<file path="src/design/xcfp_pkg.sv">
// Shared types, character codes and command tables for the XOR checksum frame parser.
// Used by xcfp_core and xor_checksum_frame_parser; has no dependencies.
package xcfp_pkg;

  localparam int MAX_FRAME_LEN_DEF = 256;

  localparam logic [7:0] CHAR_DOLLAR = 8'h24;
  localparam logic [7:0] CHAR_STAR   = 8'h2A;
  localparam logic [7:0] CHAR_LF     = 8'h0A;
  localparam logic [7:0] CHAR_ZERO   = 8'h30;
  localparam logic [7:0] CHAR_A_LESS_TEN = 8'h37;

  localparam int PREFIX_LEN = 5;
  localparam int NUM_CMDS   = 4;

  localparam logic [2:0] CMD_NONE  = 3'd0;
  localparam logic [2:0] CMD_PSIGN = 3'd1;
  localparam logic [2:0] CMD_PFLSH = 3'd2;
  localparam logic [2:0] CMD_PBLFL = 3'd3;
  localparam logic [2:0] CMD_PEEPR = 3'd4;

  localparam logic [2:0] CMD_CODES [NUM_CMDS] = '{CMD_PSIGN, CMD_PFLSH, CMD_PBLFL, CMD_PEEPR};

  localparam logic [7:0] CMD_NAMES [NUM_CMDS][PREFIX_LEN] = '{
    '{8'h50, 8'h53, 8'h49, 8'h47, 8'h4E},
    '{8'h50, 8'h46, 8'h4C, 8'h53, 8'h48},
    '{8'h50, 8'h42, 8'h4C, 8'h46, 8'h4C},
    '{8'h50, 8'h45, 8'h45, 8'h50, 8'h52}
  };

  typedef struct packed {
    logic       checksum_ok;
    logic [2:0] command;
    logic       overflow;
  } verdict_t;

  function automatic logic [7:0] hex_char(input logic [3:0] nib);
    if (nib < 4'd10) begin
      return CHAR_ZERO + {4'h0, nib};
    end else begin
      return CHAR_A_LESS_TEN + {4'h0, nib};
    end
  endfunction

endpackage

</file>
<file path="src/design/xcfp_core.sv">
// Frame state and combinational verdict logic of the XOR checksum frame parser.
// Depends on xcfp_pkg.
module xcfp_core
  import xcfp_pkg::*;
#(
  parameter int MAX_FRAME_LEN = MAX_FRAME_LEN_DEF,
  localparam int CW = $clog2(MAX_FRAME_LEN + 1)
) (
  input  logic          clk,
  input  logic          rst,
  input  logic          fire,
  input  logic [7:0]    rx_byte,
  output logic          verdict_valid,
  output verdict_t      verdict,
  output logic [CW-1:0] verdict_length
);

  logic          in_frame;
  logic [7:0]    running_xor;
  logic          seen_star;
  logic [1:0]    hex_count;
  logic [7:0]    hex_chars [2];
  logic [7:0]    prefix_chars [PREFIX_LEN];
  logic [CW-1:0] char_count;
  logic          overflow_flag;

  logic          is_dollar;
  logic          is_lf;
  logic          is_star;
  logic          digits_ok;
  logic [2:0]    cmd_found;
  logic          body_byte;
  logic          short_body;

  assign is_dollar  = rx_byte == CHAR_DOLLAR;
  assign is_lf      = rx_byte == CHAR_LF;
  assign is_star    = rx_byte == CHAR_STAR;
  assign short_body = char_count < CW'(PREFIX_LEN);
  assign body_byte  = fire && !is_dollar && in_frame && !is_lf && !seen_star && !is_star;

  assign digits_ok = (hex_count == 2'd2) &&
                     (hex_chars[0] == hex_char(running_xor[7:4])) &&
                     (hex_chars[1] == hex_char(running_xor[3:0]));

  always_comb begin
    logic match;
    cmd_found = CMD_NONE;
    for (int k = NUM_CMDS - 1; k >= 0; k--) begin
      match = 1'b1;
      for (int j = 0; j < PREFIX_LEN; j++) begin
        if (prefix_chars[j] != CMD_NAMES[k][j]) begin
          match = 1'b0;
        end
      end
      if (match) begin
        cmd_found = CMD_CODES[k];
      end
    end
    if (short_body) begin
      cmd_found = CMD_NONE;
    end
  end

  assign verdict_valid       = fire && !is_dollar && in_frame && is_lf && seen_star;
  assign verdict.checksum_ok = digits_ok;
  assign verdict.command     = digits_ok ? cmd_found : CMD_NONE;
  assign verdict.overflow    = overflow_flag;
  assign verdict_length      = char_count;

  always_ff @(posedge clk) begin
    if (rst) begin
      in_frame      <= 1'b0;
      running_xor   <= '0;
      seen_star     <= 1'b0;
      hex_count     <= '0;
      hex_chars[0]  <= '0;
      hex_chars[1]  <= '0;
      char_count    <= '0;
      overflow_flag <= 1'b0;
    end else if (fire) begin
      priority if (is_dollar) begin
        in_frame      <= 1'b1;
        running_xor   <= '0;
        seen_star     <= 1'b0;
        hex_count     <= '0;
        hex_chars[0]  <= '0;
        hex_chars[1]  <= '0;
        char_count    <= '0;
        overflow_flag <= 1'b0;
      end else if (!in_frame) begin
      end else if (is_lf) begin
        in_frame <= 1'b0;
      end else if (seen_star) begin
        if (hex_count < 2'd2) begin
          hex_chars[hex_count[0]] <= rx_byte;
          hex_count               <= hex_count + 2'd1;
        end
      end else if (is_star) begin
        seen_star <= 1'b1;
      end else begin
        running_xor <= running_xor ^ rx_byte;
        if (char_count < CW'(MAX_FRAME_LEN)) begin
          char_count <= char_count + CW'(1);
        end else begin
          overflow_flag <= 1'b1;
        end
      end
    end
  end

  // prefix store holds no reset; read only once five body bytes have landed
  always_ff @(posedge clk) begin
    if (body_byte && short_body) begin
      prefix_chars[char_count[2:0]] <= rx_byte;
    end
  end

endmodule

</file>
<file path="src/design/xor_checksum_frame_parser.sv">
// XOR checksum frame parser, top level: input handshake, parser core, output register and skid.
// Depends on xcfp_pkg and xcfp_core.
//
// Takes one received byte per transfer and gives one verdict per "$<body>*<hh>\n" frame:
// checksum_ok when the two characters after '*' are the uppercase hex form of the XOR of the
// body, the command found in the first five body bytes (0 unless the checksum is good), the
// body length saturated at MAX_FRAME_LEN, and an overflow flag. A byte can be accepted every
// cycle while in_ready is high. The verdict of a frame is registered from its ending '\n' into
// the output register, or into the skid stage when the output is stalled. A frame without '*'
// ends with no verdict. An output register plus a one-entry skid stage keep input flowing while
// a verdict waits; in_ready drops only when both hold verdicts.
module xor_checksum_frame_parser
  import xcfp_pkg::*;
#(
  parameter int MAX_FRAME_LEN = MAX_FRAME_LEN_DEF,
  localparam int CW = $clog2(MAX_FRAME_LEN + 1)
) (
  input  logic          clk,
  input  logic          rst,
  input  logic          in_valid,
  output logic          in_ready,
  input  logic [7:0]    rx_byte,
  output logic          out_valid,
  input  logic          out_ready,
  output logic          checksum_ok,
  output logic [2:0]    command,
  output logic [CW-1:0] body_length,
  output logic          overflow
);

  logic          fire;
  logic          produce;
  verdict_t      new_verdict;
  logic [CW-1:0] new_length;

  verdict_t      out_verdict;
  logic [CW-1:0] out_length;
  logic          skid_valid;
  verdict_t      skid_verdict;
  logic [CW-1:0] skid_length;

  assign in_ready = !skid_valid;
  assign fire     = in_valid && in_ready;

  xcfp_core #(
    .MAX_FRAME_LEN(MAX_FRAME_LEN)
  ) u_core (
    .clk           (clk),
    .rst           (rst),
    .fire          (fire),
    .rx_byte       (rx_byte),
    .verdict_valid (produce),
    .verdict       (new_verdict),
    .verdict_length(new_length)
  );

  always_ff @(posedge clk) begin
    if (rst) begin
      out_valid  <= 1'b0;
      skid_valid <= 1'b0;
    end else if (out_valid && !out_ready) begin
      if (produce) begin
        skid_valid   <= 1'b1;
        skid_verdict <= new_verdict;
        skid_length  <= new_length;
      end
    end else if (skid_valid) begin
      out_valid   <= 1'b1;
      out_verdict <= skid_verdict;
      out_length  <= skid_length;
      skid_valid  <= 1'b0;
    end else begin
      out_valid   <= produce;
      out_verdict <= new_verdict;
      out_length  <= new_length;
    end
  end

  assign checksum_ok = out_verdict.checksum_ok;
  assign command     = out_verdict.command;
  assign overflow    = out_verdict.overflow;
  assign body_length = out_length;

  a_skid_needs_out: assert property (@(posedge clk) disable iff (rst)
    skid_valid |-> out_valid)
    else $error("skid holds a verdict while the output register is empty");

  a_skid_drains: assert property (@(posedge clk) disable iff (rst)
    skid_valid && out_ready |=> out_valid && !skid_valid)
    else $error("skid verdict did not advance after output transfer");

  a_bad_sum_no_cmd: assert property (@(posedge clk) disable iff (rst)
    out_valid && !checksum_ok |-> command == CMD_NONE)
    else $error("command reported for a frame with a bad checksum");

  a_overflow_len: assert property (@(posedge clk) disable iff (rst)
    out_valid && overflow |-> body_length == CW'(MAX_FRAME_LEN))
    else $error("overflow verdict without saturated body length");

  a_stall_capture: assert property (@(posedge clk) disable iff (rst)
    out_valid && !out_ready && produce |=> skid_valid)
    else $error("verdict dropped while the output was stalled");

endmodule

</file>
<file path="config.mk">
export PLATFORM = sky130hd
export DESIGN_NAME = xor_checksum_frame_parser
export DESIGN_NICKNAME = d
export VERILOG_FILES = /design/src/design/xcfp_pkg.sv /design/src/design/xcfp_core.sv /design/src/design/xor_checksum_frame_parser.sv
export SDC_FILE = /design/constraint.sdc
export NUM_CORES = 1
export LEC_CHECK = 0
export BUFFER_PORTS_ARGS = -buffer_cell sky130_fd_sc_hd__buf_4
export CAP_MARGIN = 0
export CELL_PAD_IN_SITES_DETAIL_PLACEMENT = 1
export CELL_PAD_IN_SITES_GLOBAL_PLACEMENT = 1
export CORE_MARGIN = 2
export CORE_UTILIZATION = 51
export CTS_BUF_LIST = sky130_fd_sc_hd__clkbuf_4
export CTS_CLUSTER_DIAMETER = 200
export DETAILED_ROUTE_END_ITERATION = 12
export GPL_TIMING_DRIVEN = 0
export PLACE_DENSITY = 0.81
export SLEW_MARGIN = 20
export SYNTH_ARGS = -nofsm -noshare
export SYNTH_HDL_FRONTEND = slang
export SYNTH_SLANG_ARGS = --single-unit
</file>
<file path="constraint.sdc">
create_clock -name clk -period 3.4 [get_ports clk]
set_clock_uncertainty 0.15 [all_clocks]
set_input_delay 0.17 -clock clk [delete_from_list [all_inputs] [get_ports clk]]
set_output_delay 0.17 -clock clk [all_outputs]
set_load 0.02 [all_outputs]
</file>
==> results of run 1 <==
## repair_timing
item | 4_1_cts | 5_1_grt
endpoints found under the hold margin | 67 | 0
hold buffers | 11 | 0
pin swaps | 0 | 0
resized for setup | 1 | 4
endpoints found under the setup margin | 8 | 3
## cell usage in the layout (no fill, tap or decap), drive strengths merged, types with 3 or more instances in the layout
cell type / count
mux2: 8
inv: 17
and2: 16
xnor2: 10
nor2b: 3
nor4bb: 3
or4: 3
buf: 36
or3: 3
edfxtp: 84
xor2: 7
a31oi: 3
a21oi: 11
a211oi: 3
a21o: 3
o21ai: 17
nor3: 15
nor2: 34
o31ai: 3
nor4b: 5
nor3b: 3
nand3: 10
or2: 5
nor4: 6
nand4: 7
nand2: 28
dlygate4sd3: 11
dfxtp: 24
ha: 4
clkbuf: 12
nand2b: 4
## worst reg2reg max path: stages, from the launching register on
cell and delay (ns):
dfxtp_1 0.44, clkinvlp_4 0.19, ha_1 0.26, nand2_1 0.12, xor2_1 0.07, a2111oi_1 0.41, nand4_1 0.17, or4_1 0.62
clkbuf_1 0.23, nor4b_2 0.31
## layer usage
metal / track usage (%) / wire (um) / up-vias / part of all wire (%)
li1: - / - / 1467 / -
met1: 30.9 / 4530 / 1584 / 43
met2: 39.5 / 5370 / 60 / 51
met3: 4.40 / 425 / 15 / 4.0
met4: 8.54 / 200 / 0 / 1.9
met5: 0 / 0 / - / 0
## worst paths after layout
check / endpoint / cells after the start / slack (ns)
setup / recovery: skid_verdict[1]$_DFFE_PP_ / 9 / 0.25
hold / removal: u_core.in_frame$_SDFFE_PP0P_ / 5 / 0.07
setup reg to reg: skid_verdict[1]$_DFFE_PP_ / 9 / 0.25
hold reg to reg: skid_verdict[0]$_DFFE_PP_ / 0 / 0.35
## power by group through the flow
stage	clock (W)	sequential, W	combinational, W
after CTS	0.000652	0.00143	0.0000870
final	0.000630	0.00143	0.0000864
after global placement	0	0.00146	0.0000727
after floorplan	0	0.00147	0.0000246
after global routing	0.000700	0.00143	0.0000941
after detailed placement	0	0.00146	0.0000763
## registers in the layout (all words and copies together) (netlist names)
name                   cells
u_core.prefix_chars       40
u_core.hex_chars          16
body_length                9
skid_length                9
u_core.verdict_length      9
u_core.running_xor         8
skid_verdict               5
command                    3
u_core.hex_count           2
checksum_ok                1
out_valid                  1
overflow                   1
skid_valid                 1
u_core.in_frame            1
u_core.overflow_flag       1
u_core.seen_star           1
## layout make-up
type,instances,share of cell area [%]
Sequential cell,108,57.4
Buffer,9,0.933
Clock inverter,7,1.20
Tap cell,108,2.58
Inverter,13,1.00
Multi-Input combinational cell,235,29.3
Clock buffer,9,1.29
Timing Repair Buffer,41,6.31
## logic make-up after synthesis
logic type | count (synthesis)
XOR/XNOR | 17
multiplexers | 8
adder cells (fa/ha/maj) | 4
AO/OA/AOI/OAI | 55
flip-flops | 108
buffers and inverters | 22
AND/OR/NAND/NOR | 151
## per-stage QoR
step,hold WS (ns),instances,total power (W),utilization (%),TNS (ns)
final,0.0651,530,0.00215,60.0,0
after global routing,0.0579,530,0.00223,60.0,0
after CTS,0.0322,530,0.00217,59.8,0
after detailed placement,0.304,503,0.00154,57.0,-2.20
after global placement,0.299,500,0.00153,56.6,-12.78
after floorplan,0.119,365,0.00149,-,0
==> results by group, run 1 <==
Placement
  – GP Congestion: 0.819
  – Port buffer count: 27
  – Post-detail-place hpwl: 7380 um
  – Dpl ws: -0.275 ns
  – Placed Instance Area: 0.00497 mm^2

GRT
  – Total track usage: 23.6%
  – Congestion Overflow GR: 0
  – Largest net degree at the start of global routing: 21
  – Number of global-route vias before repair: 3330
  – Antenna violations before repair: 0
  – Global-route wire length before repair: 17500 um

Logic synthesis
  – Mux cell area share after synthesis: 1.96%
  – Area contributors post-synth: edfxtp_1 (55%), dfxtp_1 (10%), nor2_1 (2.8%)
  – #FFs+latches synth: 108
  – Syn_area_per_cell: 12.6 um^2
  – Sequential area share after synthesis: 65.3%
  – Synthesized Nets: 381
  – Largest family of logic cells by synthesized area: simple AND/OR/NAND/NOR gates
  – Top_reg_cell synth: edfxtp_1
  – Async set-reset flop share out of synthesis: 0%
  – Simple-gate share of the synthesized area: 17.8%
  – Post-synth top cells: edfxtp_1 (84), nor2_1 (34), nand2_1 (27)
  – Yosys warns: 0
  – Adder-cell share of the synthesized area: 1.09%
  – Synth Area in XOR/XNOR: 3.24%
  – Count leader, synth: edfxtp_1
  – Area share of the largest cell type after synthesis: 54.9%
  – Gate Count Post-Synth: 365
  – Post-synth EDFFs: 84
  – Post-synth cell types: 58
  – Top cell type by total area after synthesis: edfxtp_1
  – Compound-Gate Fraction of Synth Area: 8.41%
  – Mapped Area: 0.00460 mm^2

CTS
  – Htree depth: 3
  – CTS root buf: clkbuf_4
  – # clock sinks: 108
  – Setup Fix Bufs, Post-CTS: 0
  – Worst-path clk slew: 0.19 ns
  – CTS tree: yes
  – CTS buffer count: 9
  – Worst skew pair latency: 0.46 ns
  – Bufs on Longest Clock Path: 2

Pwr
  – Sw Pwr: 0.000519 W
  – Leakage: 1.77 nW
  – Logic gate share of total power: 4.0%
  – Int Pwr: 0.00163 W
  – Worst vdd ir: 0.164 mV
  – Power per cell area: 411 mW/mm^2
  – Clock share of power: 29.3%
  – Sequential power share: 66.7%
  – Sw Share: 24.2%

Floorplanning
  – Die width: 98.9 um
  – Die area: 0.00979 mm^2
  – Starting Density: 52.7%
  – Core area: 0.00872 mm^2
  – Row cnt: 34
  – Die H: 98.9 um
  – Ports: 28

Worst hold path
  – Hold WC Path Type: input pin to register
  – Worst Hold Launch: in_valid

Drt
  – Vias per inst: 5.90
  – DR WL/cell: 19.9 um
  – 1st-pass router iterations: 4
  – DRT antenna net count: 0
  – DRC Markers: 0
  – Initial DRC count: 153
  – DRT Wirelength: 10500 um
  – Vias: 3126

Finish
  – Area Growth Syn to Fin: 13.9%
  – NumNets Final: 433
  – FF/Latch Area: 0.00300 mm^2
  – Fraction of layout cells with a size suffix above 1: 19.9%
  – ANT cells: 0
  – Multi-input gate area: 0.00153 mm^2
  – Number of filler cells placed in the layout: 888
  – Cell area after layout: 0.00523 mm^2

Setup path
  – Crit path launch: u_core.running_xor[1]$_SDFFE_PP0P_
  – Startpoint Class: register
  – Worst Path Buf+Inv: 2
  – Worst EP required: 3.54 ns
  – Max incr delay on CP: 0.62 ns
  – Crit-path cells: clkinvlp_4, ha_1, nand2_1, xor2_1, a2111oi_1, nand4_1, or4_1, clkbuf_1, nor4b_2
  – Crit Path Class: register to register
  – Slowest CP cell: or4_1
  – Crit-path leading delay family: simple AND/OR/NAND/NOR gates
  – Reg-to-Reg Start: u_core.running_xor[1]$_SDFFE_PP0P_
  – Worst Setup End Kind: register
  – Arrival time worst endpoint: 3.29 ns
  – Largest fanout on the critical path: 8

Timing
  – Fin. max-slew vios: 0
  – Final setup violation count: 0
  – Rel. slew slack: 47.7%
  – Transition time of the tightest slew-check pin: 0.781 ns
  – Final hold violations: 0
  – Minimum clock period: 3.15 ns
  – Tcrit/Tclk final: 92.6%
  – Final setup margin: 0.250 ns
  – RSZ-0062 raised after global routing: no
  – Max Fclk: 0.317 GHz

Status
  – Status: finished, final reports clean

Flow run
  – Max Cap Violations: 0
(Power assumes the default switching activity.)
==> run 2, diff against run 1 <==
--- a/config.mk
+++ b/config.mk
@@ -5,12 +5,13 @@
 export SDC_FILE = /design/constraint.sdc
 export NUM_CORES = 1
 export LEC_CHECK = 0
+export ABC_AREA = 1
 export BUFFER_PORTS_ARGS = -buffer_cell sky130_fd_sc_hd__buf_4
 export CAP_MARGIN = 0
-export CELL_PAD_IN_SITES_DETAIL_PLACEMENT = 1
-export CELL_PAD_IN_SITES_GLOBAL_PLACEMENT = 1
+export CELL_PAD_IN_SITES_DETAIL_PLACEMENT = 0
+export CELL_PAD_IN_SITES_GLOBAL_PLACEMENT = 2
 export CORE_MARGIN = 2
-export CORE_UTILIZATION = 51
+export CORE_UTILIZATION = 39
 export CTS_BUF_LIST = sky130_fd_sc_hd__clkbuf_4
 export CTS_CLUSTER_DIAMETER = 200
 export DETAILED_ROUTE_END_ITERATION = 12
==> run 2 against run 1 <==
Register-to-register slack better by 0.44 ns; flip-flop and latch count stayed put; design area increased by 15%; sequential share of layout area down 7.3 points; power down 0.43%; synthesized area up 16%; sequential power barely moved; first-iteration DRC count rose by 38%; worst setup slack improved by 0.44 ns; global-route usage decreased by 4.9 points; largest cell class unchanged; largest power group unchanged; highest routed layer unchanged.
==> results by group, run 2 <==
GRT
  – Global-route wire length before repair: 20600 um (+18%)
  – Congestion Overflow GR: 0 (unchanged)
  – Largest net degree at the start of global routing: 19 (-9.5%)
  – Number of global-route vias before repair: 3988 (+20%)
  – Total track usage: 18.6% (-4.9 points)
  – Antenna violations before repair: 0 (unchanged)

Finish
  – Area Growth Syn to Fin: 12.4%
  – Final core area utilization: 45.1% (-15 points)
  – ANT cells: 0 (unchanged)
  – Max FFs per register: 40 (unchanged)
  – Fraction of layout cells with a size suffix above 1: 14.4% (-5.5 points)
  – Multi-input gate area: 0.00198 mm^2 (+29%)
  – Number of filler cells placed in the layout: 1313 (+48%)
  – NumNets Final: 686 (+58%)
  – Commonest non-fill, non-tap cell in the layout: nand2_1
  – FF/Latch Area: 0.00300 mm^2 (unchanged)
  – Most frequent cells in the layout: nand2_1 (166), nor2_1 (93), edfxtp_1 (84)

Timing
  – Final hold violations: 0 (unchanged)
  – Rel. slew slack: 47.1% (-0.59 points)
  – Final setup violation count: 0 (unchanged)
  – Final setup TNS: 0 ns (unchanged)
  – Max Fclk: 0.369 GHz (+16%)
  – Tcrit/Tclk final: 79.7% (-13 points)
  – Hold slack: 0.0941 ns (+0.0290 ns)
  – Final setup margin: 0.689 ns (+0.439 ns)
  – Transition time of the tightest slew-check pin: 0.792 ns (+0.0115 ns)
  – RSZ-0062 raised after global routing: no
  – Minimum clock period: 2.71 ns (-0.439 ns)
  – Fin. max-slew vios: 0 (unchanged)

CTS
  – Bufs on Longest Clock Path: 2 (unchanged)
  – # clock sinks: 108 (unchanged)
  – CTS root buf: clkbuf_4
  – CTS buffer count: 9 (unchanged)
  – Worst skew pair latency: 0.47 ns (about the same)
  – Post-cts resize count: 0 (-1)
  – Htree depth: 3 (unchanged)
  – Hold-fix buffers at CTS: 10 (-1)
  – CTS tree: yes
  – Setup Fix Bufs, Post-CTS: 0 (unchanged)
  – Worst-path clk slew: 0.17 ns (-0.02 ns)

Setup path
  – Worst EP required: 3.36 ns (-0.18 ns)
  – R2R cell count: 7 (-2)
  – Worst Setup End Kind: register
  – Worst Path Buf+Inv: 1 (-1)
  – Slowest CP cell: nor2_1
  – Arrival time worst endpoint: 2.67 ns (-0.62 ns)
  – Max incr delay on CP: 0.61 ns (about the same)
  – Crit-path leading delay family: simple AND/OR/NAND/NOR gates
  – Most frequent cell on the critical path: nor2_1
  – Startpoint Class: register
  – Crit-path cells: inv_1, nand3_1, nor2_1, o21ai_0, nor4_1, nand2_1, nor2_1
  – Worst path depth: 7 (-2)
  – Largest fanout on the critical path: 8 (unchanged)
  – Crit Path Class: register to register

Floorplanning
  – Die H: 121 um (+22%)
  – Starting Density: 40.1% (-13 points)
  – Row cnt: 42 (+24%)
  – Die area: 0.0146 mm^2 (+50%)
  – Ports: 28 (unchanged)
  – Die width: 121 um (+22%)
  – Core area: 0.0133 mm^2 (+52%)

Drt
  – DRT antenna net count: 0 (unchanged)
  – Vias per inst: 4.82 (-18%)
  – DRT Wirelength: 12900 um (+22%)
  – DRC Markers: 0 (unchanged)
  – 1st-pass router iterations: 4 (unchanged)
  – Vias: 4098 (+31%)
  – DR WL/cell: 15.1 um (-24%)
  – Initial DRC count: 211 (+38%)

Logic synthesis
  – Top cell type by total area after synthesis: edfxtp_1
  – Post-synth top cells: nand2_1 (166), nor2_1 (94), edfxtp_1 (84)
  – Area contributors post-synth: edfxtp_1 (47%), nand2_1 (12%), dfxtp_1 (9.0%)
  – Async set-reset flop share out of synthesis: 0% (unchanged)
  – Sequential area share after synthesis: 56.3% (-9.1 points)
  – Count leader, synth: nand2_1
  – Top_reg_cell synth: edfxtp_1
  – #FFs+latches synth: 108 (unchanged)
  – Area share of the largest cell type after synthesis: 47.3% (-7.6 points)
  – Syn_area_per_cell: 8.61 um^2 (-32%)
  – Post-synth cell types: 34 (-41%)
  – Post-synth EDFFs: 84 (unchanged)
  – Gate Count Post-Synth: 620 (+70%)
  – Synthesized Nets: 636 (+67%)
  – Yosys warns: 0 (unchanged)
  – Mapped Area: 0.00534 mm^2 (+16%)

Pwr
  – Sw Pwr: 0.000519 W (about the same)
  – Sequential power share: 67.0% (+0.3 points)
  – Clock share of power: 27.8% (-1.5 points)
  – Sw Share: 24.2% (+0.087 points)
  – Worst vdd ir: 0.190 mV (+16%)
  – Int Pwr: 0.00162 W (-0.54%)
  – Logic gate share of total power: 5.2% (+1.2 points)
  – Power per cell area: 357 mW/mm^2 (-13%)
  – Leakage: 2.35 nW (+33%)

Placement
  – Post-detail-place hpwl: 9660 um (+31%)
  – GP Congestion: 0.793 (-3.2%)
  – Dpl ws: 0.718 ns (+0.994 ns)
  – Port buffer count: 27 (unchanged)

Worst hold path
  – Hold WC Path Type: input pin to register
  – Worst Hold Depth: 5 (unchanged)

Status
  – Status: finished, final reports clean

Flow run
  – Max Cap Violations: 0 (unchanged)
## run 2: cell count changes in the layout (fill, tap and decap cells not counted), moves of 8 or more
| cell | change |
|---|---|
| nand3_1 | +28 |
| nor2_2 | +12 |
| nor2_1 | +59 |
| and2_1 | -12 |
| mux2_2 | -8 |
| inv_2 | +12 |
| xnor2_1 | -10 |
| nand2_1 | +139 |
| nand2_2 | +11 |
| a21oi_1 | +13 |
| inv_1 | +61 |
## run 2: per-stage QoR
step                instance area (um^2)  instances  total power [W]
CTS                                 6000        851          0.00216
global route                        6000        851          0.00223
detailed placement                  5780        825          0.00157
floorplan                           5340        620          0.00151
global placement                    5760        823          0.00157
finish                              6000        851          0.00214
## run 2: final cells by class
type                       count  area share (%)
clock inverter                 7           0.834
tap                          176            3.67
multi-input combinational    420            33.0
clock buffer                   9            1.13
inverter                      86            5.38
timing repair buffer          39            5.26
buffer                         6           0.688
sequential                   108            50.1
## run 2: logic make-up after synthesis
family                   count (synthesis)  synth area share (%)
adder cells (fa/ha/maj)                  4                 0.938
XOR/XNOR                                 5                 0.820
AO/OA/AOI/OAI                           45                  4.34
AND/OR/NAND/NOR                        366                  30.8
buffers and inverters                   92                  6.82
flip-flops                             108                  56.3
## run 2: tightest hold or removal path: stages
cell and delay (ns):
buf_4 0.11, nand2_1 0.14, nor3_2 0.07, nand3_1 0.12, o31ai_1 0.07
## run 2: power groups by stage
stage	Sequential, W	Combinational, W	Clock [W]
after detailed placement	0.00146	0.000104	0
after global placement	0.00146	0.000103	0
final	0.00143	0.000112	0.000595
after CTS	0.00143	0.000113	0.000616
after global routing	0.00144	0.000124	0.000672
after floorplan	0.00147	0.0000425	0
## run 2: final timing paths
kind,start,slack (ns),to
min reg2reg,u_core.overflow_flag$_SDFFE_PP0P_,0.31,skid_verdict[0]$_DFFE_PP_
min,in_valid,0.09,u_core.hex_count[1]$_SDFFE_PP0P_
max reg2reg,u_core.verdict_length[4]$_SDFFE_PP0P_,0.69,u_core.prefix_chars[0][0]$_DFFE_PP_
max,u_core.verdict_length[4]$_SDFFE_PP0P_,0.69,u_core.prefix_chars[0][0]$_DFFE_PP_
## run 2: layer usage
layer / routed length, um / global-route usage, %
met1: 6270 / 26.1
met2: 5870 / 29.7
met3: 531 / 2.91
met4: 185 / 5.96
met5: 0 / 0
==> run 3, diff against run 2 <==
==> constraint.sdc (replaced) <==
create_clock -name clk -period 2.7 [get_ports clk]
set_clock_uncertainty 0.15 [all_clocks]
set_input_delay 0.135 -clock clk [delete_from_list [all_inputs] [get_ports clk]]
set_output_delay 0.135 -clock clk [all_outputs]
set_load 0.02 [all_outputs]
==> run 3 against run 2 <==
Die area is the same; critical endpoint unchanged; design area up 0.96%; highest routed layer unchanged; non-clock buffer count unchanged; clock power up 38%; combinational power grew 25%; worst hold slack worse by 0.029 ns; register-to-register slack worse by 0.63 ns.
==> results by group, run 3 (same netlist as run 2, synthesis figures left out) <==
Setup path
  – Crit-path leading delay family: simple AND/OR/NAND/NOR gates
  – Crit Path Class: register to register
  – Arrival time worst endpoint: 2.62 ns (-0.05 ns)
  – Worst Setup End Kind: register
  – Max incr delay on CP: 0.48 ns (-0.13 ns)
  – Worst Path Buf+Inv: 0 (-1)
  – Worst EP required: 2.68 ns (-0.68 ns)
  – Startpoint Class: register
  – End of the worst register-to-register path: u_core.prefix_chars[0][0]$_DFFE_PP_
  – Most frequent cell on the critical path: nor2_1
  – R2R cell count: 7 (unchanged)
  – Reg-to-Reg Start: u_core.verdict_length[8]$_SDFFE_PP0P_
  – Slowest CP cell: nor4_1
  – Largest fanout on the critical path: 8 (unchanged)
  – R2R Setup Slk: 0.06 ns (-0.63 ns)
  – Crit-path cells: nor2_1, nand3_1, nor2_1, o21ai_0, nor4_1, nand2_1, nor2_2

Finish
  – Max FFs per register: 40 (unchanged)
  – ANT cells: 0 (unchanged)
  – Commonest non-fill, non-tap cell in the layout: nand2_1
  – Most frequent cells in the layout: nand2_1 (166), nor2_1 (88), edfxtp_1 (84)
  – Cell area after layout: 0.00606 mm^2 (+0.96%)
  – Final core area utilization: 45.6% (+0.43 points)
  – Area Growth Syn to Fin: 13.5%
  – NumNets Final: 686 (unchanged)
  – Fraction of layout cells with a size suffix above 1: 15.0% (+0.59 points)

Timing
  – Final setup TNS: 0 ns (unchanged)
  – Minimum clock period: 2.64 ns (-0.0705 ns)
  – Rel. slew slack: 46.8% (-0.33 points)
  – RSZ-0062 raised after global routing: yes
  – Max Fclk: 0.379 GHz (+2.7%)
  – Tcrit/Tclk final: 97.8% (+18 points)
  – Final hold violations: 0 (unchanged)
  – Final setup violation count: 0 (unchanged)
  – Fin. max-slew vios: 0 (unchanged)
  – Final setup margin: 0.0600 ns (-0.630 ns)
  – Transition time of the tightest slew-check pin: 0.797 ns (+0.00487 ns)

Floorplanning
  – Die area: 0.0146 mm^2 (unchanged)
  – Die H: 121 um (unchanged)
  – Core area: 0.0133 mm^2 (unchanged)
  – Row cnt: 42 (unchanged)
  – Ports: 28 (unchanged)
  – Starting Density: 40.1% (unchanged)
  – Die width: 121 um (unchanged)

CTS
  – CTS buffer count: 9 (unchanged)
  – CTS tree: yes
  – CTS root buf: clkbuf_4
  – Worst skew pair latency: 0.48 ns (about the same)
  – # clock sinks: 108 (unchanged)
  – Setup Fix Bufs, Post-CTS: 0 (unchanged)
  – Bufs on Longest Clock Path: 2 (unchanged)
  – Htree depth: 3 (unchanged)
  – Worst-path clk slew: 0.16 ns (about the same)

GRT
  – Total track usage: 19.0% (+0.39 points)
  – Congestion Overflow GR: 0 (unchanged)
  – Global-route wire length before repair: 21000 um (+2.0%)
  – Antenna violations before repair: 0 (unchanged)
  – Largest net degree at the start of global routing: 18 (-1)
  – Number of global-route vias before repair: 4094 (+2.7%)

Worst hold path
  – Hold WC Path Type: input pin to register
  – Hold endpoint: u_core.overflow_flag$_SDFFE_PP0P_
  – Worst Hold Depth: 5 (unchanged)
  – Worst Hold Launch: in_valid

Placement
  – Placed Instance Area: 0.00579 mm^2 (+0.13%)
  – Post-detail-place hpwl: 9700 um (+0.41%)
  – GP Congestion: 0.774 (-2.3%)
  – Port buffer count: 27 (unchanged)
  – Dpl ws: -0.0739 ns (-0.792 ns)

Pwr
  – Power per cell area: 456 mW/mm^2 (+28%)
  – Worst vdd ir: 0.211 mV (+11%)
  – Leakage: 2.38 nW (+1.1%)
  – Power Total: 0.00276 W (+29%)

Drt
  – 1st-pass router iterations: 5 (+1)
  – Initial DRC count: 251 (+19%)
  – Vias: 4092 (-0.15%)
  – Vias per inst: 4.81 (-0.15%)
  – DR WL/cell: 15.2 um (+0.83%)
  – DRC Markers: 0 (unchanged)
  – DRT antenna net count: 0 (unchanged)
  – DRT Wirelength: 13000 um (+0.83%)

Flow run
  – Max Cap Violations: 0 (unchanged)

Status
  – Status: finished, final reports clean
## run 3: worst min-delay path: stages
cell,delay (ns)
buf_4,0.11
nand2_1,0.15
nor2_2,0.08
nand4_1,0.12
a21oi_1,0.06
## run 3: routing by layer
layer | track usage, % | share of wire (%) | up-vias
li1 | - | - | 2109
met1 | 25.6 | 49 | 1899
met2 | 31.3 | 46 | 70
met3 | 3.48 | 3.4 | 14
met4 | 5.81 | 1.3 | 0
met5 | 0 | 0 | -
## run 3: final cells by class
type | count | area, um^2
fill | 1342 | 7240
multi-input combinational | 420 | 2010
sequential | 108 | 3000
clock buffer | 9 | 67.6
tap | 176 | 220
timing repair buffer | 39 | 324
buffer | 6 | 41.3
clock inverter | 7 | 67.6
inverter | 86 | 323
## run 3: per-stage QoR
step	std cells	hold slack, ns
2_1_floorplan	620	0.0541
3_3_place_gp	823	0.207
3_5_place_dp	824	0.218
4_1_cts	851	0.0453
5_1_grt	851	0.0691
6_report	851	0.0646
## run 3: worst max path at each step
stage	start	to	slack, ns	cells after the start
5_1_grt	skid_valid$_SDFFE_PP0P_	u_core.prefix_chars[0][3]$_DFFE_PP_	-0.08	7
6_report	u_core.verdict_length[8]$_SDFFE_PP0P_	u_core.prefix_chars[0][0]$_DFFE_PP_	0.06	7
3_3_place_gp	rx_byte[4]	skid_verdict[2]$_DFFE_PP_	-0.35	6
3_5_place_dp	skid_valid$_SDFFE_PP0P_	u_core.prefix_chars[0][6]$_DFFE_PP_	-0.07	7
4_1_cts	skid_valid$_SDFFE_PP0P_	u_core.prefix_chars[2][4]$_DFFE_PP_	-0.08	7
2_1_floorplan	skid_valid$_SDFFE_PP0P_	skid_length[0]$_DFFE_PP_	0.46	5
## run 3: what timing repair did
| item | CTS | global route |
|---|---|---|
| setup endpoints to repair | 32 | 40 |
| gates resized for setup | 2 | 5 |
| endpoints found under the hold margin | 66 | 0 |
| hold buffers | 11 | 0 |
## run 3: power breakdown
| part | switching [W] | total [W] | internal [W] |
|---|---|---|---|
| logic | 0.0000919 | 0.000140 | 0.0000479 |
| registers | 0.00000742 | 0.00181 | 0.00180 |
| clock network | 0.000541 | 0.000819 | 0.000278 |
